[src/gn3_pkg.sv]
// Shared types, constants and defaults for the 3D gradient noise unit.
package gn3_pkg;

  localparam int TableSizeDef = 256;
  localparam int FracBitsDef  = 16;

  localparam int COORD_W = 32;
  localparam int TIDX_W  = 8;
  localparam int TVAL_W  = 8;
  localparam int OUT_W   = 18;
  localparam int OUT_FRAC = 16;
  localparam int OUT_MAX = 131071;
  localparam int OUT_MIN = -131072;

  // Gradient hash codes that pick x as the second term.
  localparam logic [3:0] GRAD_X_A = 4'd12;
  localparam logic [3:0] GRAD_X_B = 4'd14;

  typedef enum logic {
    OP_LOAD = 1'b0,
    OP_EVAL = 1'b1
  } op_e;

  // Control part of one item as it moves from front to back.
  typedef struct packed {
    op_e               op;
    logic [TIDX_W-1:0] idx;
    logic [TVAL_W-1:0] val;
  } ctl_t;

endpackage

[src/gn3_if.sv]
// Stream interfaces for the noise unit's input and result channels.
interface gn3_in_if;
  logic                       valid;
  logic                       ready;
  logic                       op;
  logic [gn3_pkg::TIDX_W-1:0] table_index;
  logic [gn3_pkg::TVAL_W-1:0] table_value;
  logic signed [gn3_pkg::COORD_W-1:0] coord_x;
  logic signed [gn3_pkg::COORD_W-1:0] coord_y;
  logic signed [gn3_pkg::COORD_W-1:0] coord_z;

  modport source (output valid, op, table_index, table_value, coord_x, coord_y, coord_z,
                  input ready);
  modport sink   (input valid, op, table_index, table_value, coord_x, coord_y, coord_z,
                  output ready);
endinterface


[src/gn3_front.sv]
// Front end: accepts beats, splits coordinates into cell and fraction, queues them.
module gn3_front #(
  parameter int TABLE_SIZE = 256,
  parameter int FRAC_BITS  = 16,
  localparam int IdxW = $clog2(TABLE_SIZE)
) (
  input  logic                  clk_i,
  input  logic                  rst_ni,
  gn3_in_if.sink                in_if,
  output logic                  vld_o,
  input  logic                  pop_i,
  output gn3_pkg::ctl_t         ctl_o,
  output logic [IdxW-1:0]       cell_x_o,
  output logic [IdxW-1:0]       cell_y_o,
  output logic [IdxW-1:0]       cell_z_o,
  output logic [FRAC_BITS-1:0]  frac_x_o,
  output logic [FRAC_BITS-1:0]  frac_y_o,
  output logic [FRAC_BITS-1:0]  frac_z_o
);
  import gn3_pkg::*;

  localparam int EW = $bits(ctl_t) + 3 * IdxW + 3 * FRAC_BITS;

  logic [EW-1:0] mem_q [2];
  logic          wr_ptr_q, wr_ptr_d, rd_ptr_q, rd_ptr_d;
  logic [1:0]    cnt_q, cnt_d;
  logic          push, pop;
  logic signed [COORD_W-1:0] fl_x, fl_y, fl_z;
  ctl_t          ctl_in;
  logic [EW-1:0] entry;

  // The arithmetic shift gives the floor; its low bits are the wrapped cell.
  assign fl_x = in_if.coord_x >>> FRAC_BITS;
  assign fl_y = in_if.coord_y >>> FRAC_BITS;
  assign fl_z = in_if.coord_z >>> FRAC_BITS;

  assign ctl_in.op  = op_e'(in_if.op);
  assign ctl_in.idx = in_if.table_index;
  assign ctl_in.val = in_if.table_value;

  assign entry = {ctl_in, fl_x[IdxW-1:0], fl_y[IdxW-1:0], fl_z[IdxW-1:0],
                  in_if.coord_x[FRAC_BITS-1:0], in_if.coord_y[FRAC_BITS-1:0],
                  in_if.coord_z[FRAC_BITS-1:0]};

  assign in_if.ready = (cnt_q != 2'd2);
  assign push        = in_if.valid && in_if.ready;
  assign vld_o       = (cnt_q != 2'd0);
  assign pop         = pop_i && vld_o;

  assign {ctl_o, cell_x_o, cell_y_o, cell_z_o, frac_x_o, frac_y_o, frac_z_o} = mem_q[rd_ptr_q];

  always_comb begin
    wr_ptr_d = wr_ptr_q ^ push;
    rd_ptr_d = rd_ptr_q ^ pop;
    cnt_d    = cnt_q + 2'(push) - 2'(pop);
  end

  always_ff @(posedge clk_i or negedge rst_ni) begin
    if (!rst_ni) begin
      wr_ptr_q <= 1'b0;
      rd_ptr_q <= 1'b0;
      cnt_q    <= 2'd0;
    end else begin
      wr_ptr_q <= wr_ptr_d;
      rd_ptr_q <= rd_ptr_d;
      cnt_q    <= cnt_d;
    end
  end

  always_ff @(posedge clk_i) begin
    if (push) begin
      mem_q[wr_ptr_q] <= entry;
    end
  end

endmodule

[src/flat_wrapper.sv]
// flat-port wrapper written by rule: the top's interface ports become plain ports
module gn3_front_flat import gn3_pkg::*;
#(
  parameter int TABLE_SIZE = 256,
  parameter int FRAC_BITS  = 16,
  localparam int IdxW = $clog2(TABLE_SIZE)
)
  (clk_i, rst_ni, vld_o, pop_i, ctl_o, cell_x_o, cell_y_o, cell_z_o, frac_x_o, frac_y_o, frac_z_o, in_if_valid, in_if_op, in_if_table_index, in_if_table_value, in_if_coord_x, in_if_coord_y, in_if_coord_z, in_if_ready);
  gn3_in_if in_if_i ();
  input  logic clk_i;
  input  logic rst_ni;
  output logic vld_o;
  input  logic pop_i;
  output gn3_pkg::ctl_t ctl_o;
  output logic [IdxW-1:0] cell_x_o;
  output logic [IdxW-1:0] cell_y_o;
  output logic [IdxW-1:0] cell_z_o;
  output logic [FRAC_BITS-1:0] frac_x_o;
  output logic [FRAC_BITS-1:0] frac_y_o;
  output logic [FRAC_BITS-1:0] frac_z_o;
  input wire logic [$bits(in_if_i.valid)-1:0] in_if_valid;
  input wire logic [$bits(in_if_i.op)-1:0] in_if_op;
  input wire logic [$bits(in_if_i.table_index)-1:0] in_if_table_index;
  input wire logic [$bits(in_if_i.table_value)-1:0] in_if_table_value;
  input wire logic [$bits(in_if_i.coord_x)-1:0] in_if_coord_x;
  input wire logic [$bits(in_if_i.coord_y)-1:0] in_if_coord_y;
  input wire logic [$bits(in_if_i.coord_z)-1:0] in_if_coord_z;
  output wire logic [$bits(in_if_i.ready)-1:0] in_if_ready;
  assign in_if_i.valid = in_if_valid;
  assign in_if_i.op = in_if_op;
  assign in_if_i.table_index = in_if_table_index;
  assign in_if_i.table_value = in_if_table_value;
  assign in_if_i.coord_x = in_if_coord_x;
  assign in_if_i.coord_y = in_if_coord_y;
  assign in_if_i.coord_z = in_if_coord_z;
  assign in_if_ready = in_if_i.ready;
  gn3_front #(.TABLE_SIZE(TABLE_SIZE), .FRAC_BITS(FRAC_BITS)) u_core (.clk_i(clk_i), .rst_ni(rst_ni), .in_if(in_if_i), .vld_o(vld_o), .pop_i(pop_i), .ctl_o(ctl_o), .cell_x_o(cell_x_o), .cell_y_o(cell_y_o), .cell_z_o(cell_z_o), .frac_x_o(frac_x_o), .frac_y_o(frac_y_o), .frac_z_o(frac_z_o));
endmodule
[config.mk]
export PLATFORM = sky130hd
export DESIGN_NAME = gn3_front_flat
export DESIGN_NICKNAME = d
export VERILOG_FILES = /design/src/gn3_pkg.sv /design/src/gn3_if.sv /design/src/gn3_front.sv /design/src/flat_wrapper.sv
export SDC_FILE = /design/constraint.sdc
export NUM_CORES = 1
export LEC_CHECK = 0
export ABC_AREA = 1
export BUFFER_PORTS_ARGS = -buffer_cell sky130_fd_sc_hd__buf_2
export CORE_MARGIN = 3
export CORE_UTILIZATION = 30
export DETAILED_ROUTE_END_ITERATION = 8
export PLACE_DENSITY = 0.51
export SETUP_SLACK_MARGIN = 0.3
export SLEW_MARGIN = 20
export SYNTH_ARGS = -nofsm -noshare
export SYNTH_HDL_FRONTEND = slang
export SYNTH_SLANG_ARGS = --single-unit
[constraint.sdc]
create_clock -name clk_i -period 5.7 [get_ports clk_i]
set_clock_uncertainty 0.1 [all_clocks]
set_input_delay 0.285 -clock clk_i [delete_from_list [all_inputs] [get_ports clk_i]]
set_output_delay 0.285 -clock clk_i [all_outputs]
set_load 0.01 [all_outputs]
==> results by group <==
Outcome
  – Status: finished, final reports clean

Final layout
  – Register area: between 5000 and 6000 um2
  – Final antenna diode count: 0
  – Final nets: 891
  – Layout cells sized above 1: 0.282
  – Filler cell count: approximately 2100
  – Area of the multi-input gates: 1130 um2
  – Layout area overhead: 38.5%

Drt
  – Routed Antenna Nets: 0
  – Vias per cell: between 4 and 5
  – Drt pass-1 iters: 7
  – Post-DR wirelength/cell: between 10 and 15 um
  – Initial DRC count: between 150 and 200
  – DRC Markers: 0
  – Routed WL: around 15000 um
  – Routed vias: about 4500

GRT
  – Total track usage: 0.121
  – Vias in the first global route: 4719
  – Largest net degree at the start of global routing: between 90 and 100
  – First-pass GRT wire length: about 23000 um
  – Grt total ovfl: 0
  – Number of antenna violations at the first check in global routing: 0

Clock tree
  – # clock sinks: around 180
  – Root Buffer Master: clkbuf_16
  – Total number of H-tree levels: 4
  – Clk pin slew, worst setup/hold paths: ~70 ps
  – CTS tree: yes
  – Max clock buf depth: 2
  – CTS buffer count: 17
  – Clock latency on the worst-skew pair: roughly 420 ps

Worst setup path
  – FF-to-FF path depth: 3
  – CP max-delay cell: ha_4
  – R2r endpoint: u_core.mem_q[1][34]$_DFFE_PP_
  – Crit-path max cell delay: 660 ps
  – Kind of critical path: flip-flop to flip-flop
  – CP endpoint kind: flip-flop
  – Worst-path fanout max: 46
  – CP Launch Type: flip-flop
  – Delay-heaviest family, CP: adder cells
  – Worst r2r src: u_core.cnt_q[1]$_DFF_PN0_
  – Worst EP arrival: between 2000 and 3000 ps
  – Buf+Inv Stages, Crit Path: 1
  – Crit path required time: between 5000 and 6000 ps
  – Reg-to-reg slack, setup: about 2800 ps
  – Critical-path cell list: a21boi_0 > ha_4 > buf_4

Yosys
  – Yosys reg bits: ~180
  – Syn Nets: 615
  – Post-Syn Area: between 6000 and 7000 um2
  – Sequential-to-total area share from yosys stat: 0.804
  – Warnings from Yosys: 0
  – Syn Inst Count: 494
  – Synthesized area per cell: roughly 14 um2
  – Post-synthesis cell type count: 10

Hold path
  – Hold Path Class: primary input to flip-flop
  – WHS Path Cells: 3
  – Min-delay src: pop_i
  – Hold Path Sink: u_core.rd_ptr_q$_DFF_PN0_

Power
  – Pleak: roughly 0.004 uW
  – Combinational share of power: 0.308
  – Sw frac: 0.344
  – Share of power burned in registers: 0.439
  – Power Dens Cells: 474 nW/um2
  – Internal: approximately 2900 uW
  – Sw Pwr: approximately 1500 uW
  – Peak VDD IR: roughly 210 uV
  – Clock share of power: 0.253

Flow run
  – Max-cap violations: 0

Die
  – Site row count: 54
  – Die area: 24400 um2
  – IO Pins: 208
  – Die Wd: approximately 160 um
  – Die height: about 160 um
  – Starting density of the core: 0.308
  – Core area: 22000 um2

Placed design
  – Post-placement worst setup slack: around 2700 ps
  – GP Congestion: about 0.72
  – Post-DP HPWL: between 9000 and 10000 um
  – Number of buffers added on ports: approximately 180

STA
  – Crit share post-route: 0.512
  – Final Hold Viols: 0
  – Fmax: 0.343 GHz
  – Setup TNS: 0 ps
  – Final Max Slew Viols: 0
  – RSZ-0062 raised after global routing: false
  – Worst Setup Slack, final: ~2800 ps
  – Worst hold slack: roughly 33 ps
  – Worst-margin pin slew: between 700 and 800 ps
  – Relative slew slack: 0.472
  – Tmin final: approximately 3000 ps
  – # setup viols final: 0
==> metrics by stage <==
step | cells | power, uW | util | instance area [um2]
finish | 1063 | 4440 | 0.426 | 9380
global route | 1063 | 4750 | 0.426 | 9380
CTS | 1063 | 4540 | 0.426 | 9380
detailed placement | 941 | 3350 | 0.359 | 7910
global placement | 941 | 3310 | 0.359 | 7910
floorplan | 494 | 2830 | - | 6770
==> cell usage after synthesis (all sizes together) <==
cell type,number,area share
a21boi,1,0.0011
buf,19,0.027
dfrtp,4,0.015
edfxtp,178,0.79
ha,4,0.0074
inv,9,0.0061
nand2,277,0.15
nand3,2,0.0015
==> power groups by stage <==
stage / clock (uW) / combinational [uW] / sequential [uW]
floorplan: 0 / 896 / 1930
global placement: 0 / 1340 / 1980
detailed placement: 0 / 1370 / 1980
CTS: 1170 / 1420 / 1960
global route: 1230 / 1540 / 1980
finish: 1120 / 1370 / 1950
==> routing by layer <==
metal  GRT usage  wire (um)  up-vias
met4      0.0375        138        0
li1            -          -     2215
met5           0          0        -
met3      0.0395        912       13
met2       0.212       7370      138
met1       0.141       6200     2108
==> flip-flops by register name, indices dropped and copies added (netlist names) <==
name and count:
u_core.mem_q 178, u_core.cnt_q 2, u_core.rd_ptr_q 1, u_core.wr_ptr_q 1
==> layout make-up <==
cell class | instances | area share
timing repair buffer | 276 | 0.196
clock buffer | 17 | 0.0454
inverter | 9 | 0.00440
multi-input combinational | 284 | 0.121
tap | 280 | 0.0373
clock inverter | 15 | 0.0152
sequential | 182 | 0.581
==> how the worst max path moves through the flow <==
stage	from	to	slack, ps	depth (start not counted)
floorplan	u_core.cnt_q[1]$_DFF_PN0_	u_core.mem_q[1][0]$_DFFE_PP_	2280	2
global placement	u_core.cnt_q[1]$_DFF_PN0_	u_core.mem_q[1][21]$_DFFE_PP_	2860	3
detailed placement	u_core.cnt_q[1]$_DFF_PN0_	u_core.mem_q[1][5]$_DFFE_PP_	2720	3
CTS	u_core.cnt_q[1]$_DFF_PN0_	u_core.mem_q[1][9]$_DFFE_PP_	2700	3
global route	u_core.cnt_q[1]$_DFF_PN0_	u_core.mem_q[1][11]$_DFFE_PP_	2590	3
finish	u_core.cnt_q[1]$_DFF_PN0_	u_core.mem_q[1][34]$_DFFE_PP_	2780	3
==> what timing repair did <==
| action | 4_1_cts | 5_1_grt |
|---|---|---|
| hold buffers | 90 | 0 |
| buffers inserted | 0 | 0 |
| gates resized for setup | 0 | 0 |
| hold endpoints to repair | 182 | 0 |
==> worst min-delay path, stage by stage <==
cell and delay, ps:
buf_2 100, nand3_1 70, nand2_1 60
==> cells by family (layout without fill, tap and decap cells) <==
| logic type | Yosys count | after routing | synth area share |
|---|---|---|---|
| adder cells (fa/ha/maj) | 4 | 4 | 0.00739 |
| AO/OA/AOI/OAI | 1 | 1 | 0.00111 |
| buffers and inverters | 28 | 317 | 0.0327 |
| AND/OR/NAND/NOR | 279 | 279 | 0.155 |
| flip-flops | 182 | 182 | 0.804 |
==> cells in the final DEF (no fill, tap or decap), drive strengths merged <==
cell type and n:
a21boi 1, ha 4, nand2 277, bufinv 1, dfrtp 4, dlygate4sd3 90
clkinv 3, nand3 2, edfxtp 178, inv 16, clkinvlp 4, clkbuf 17
buf 186
Power figures use the tool's default switching activity.
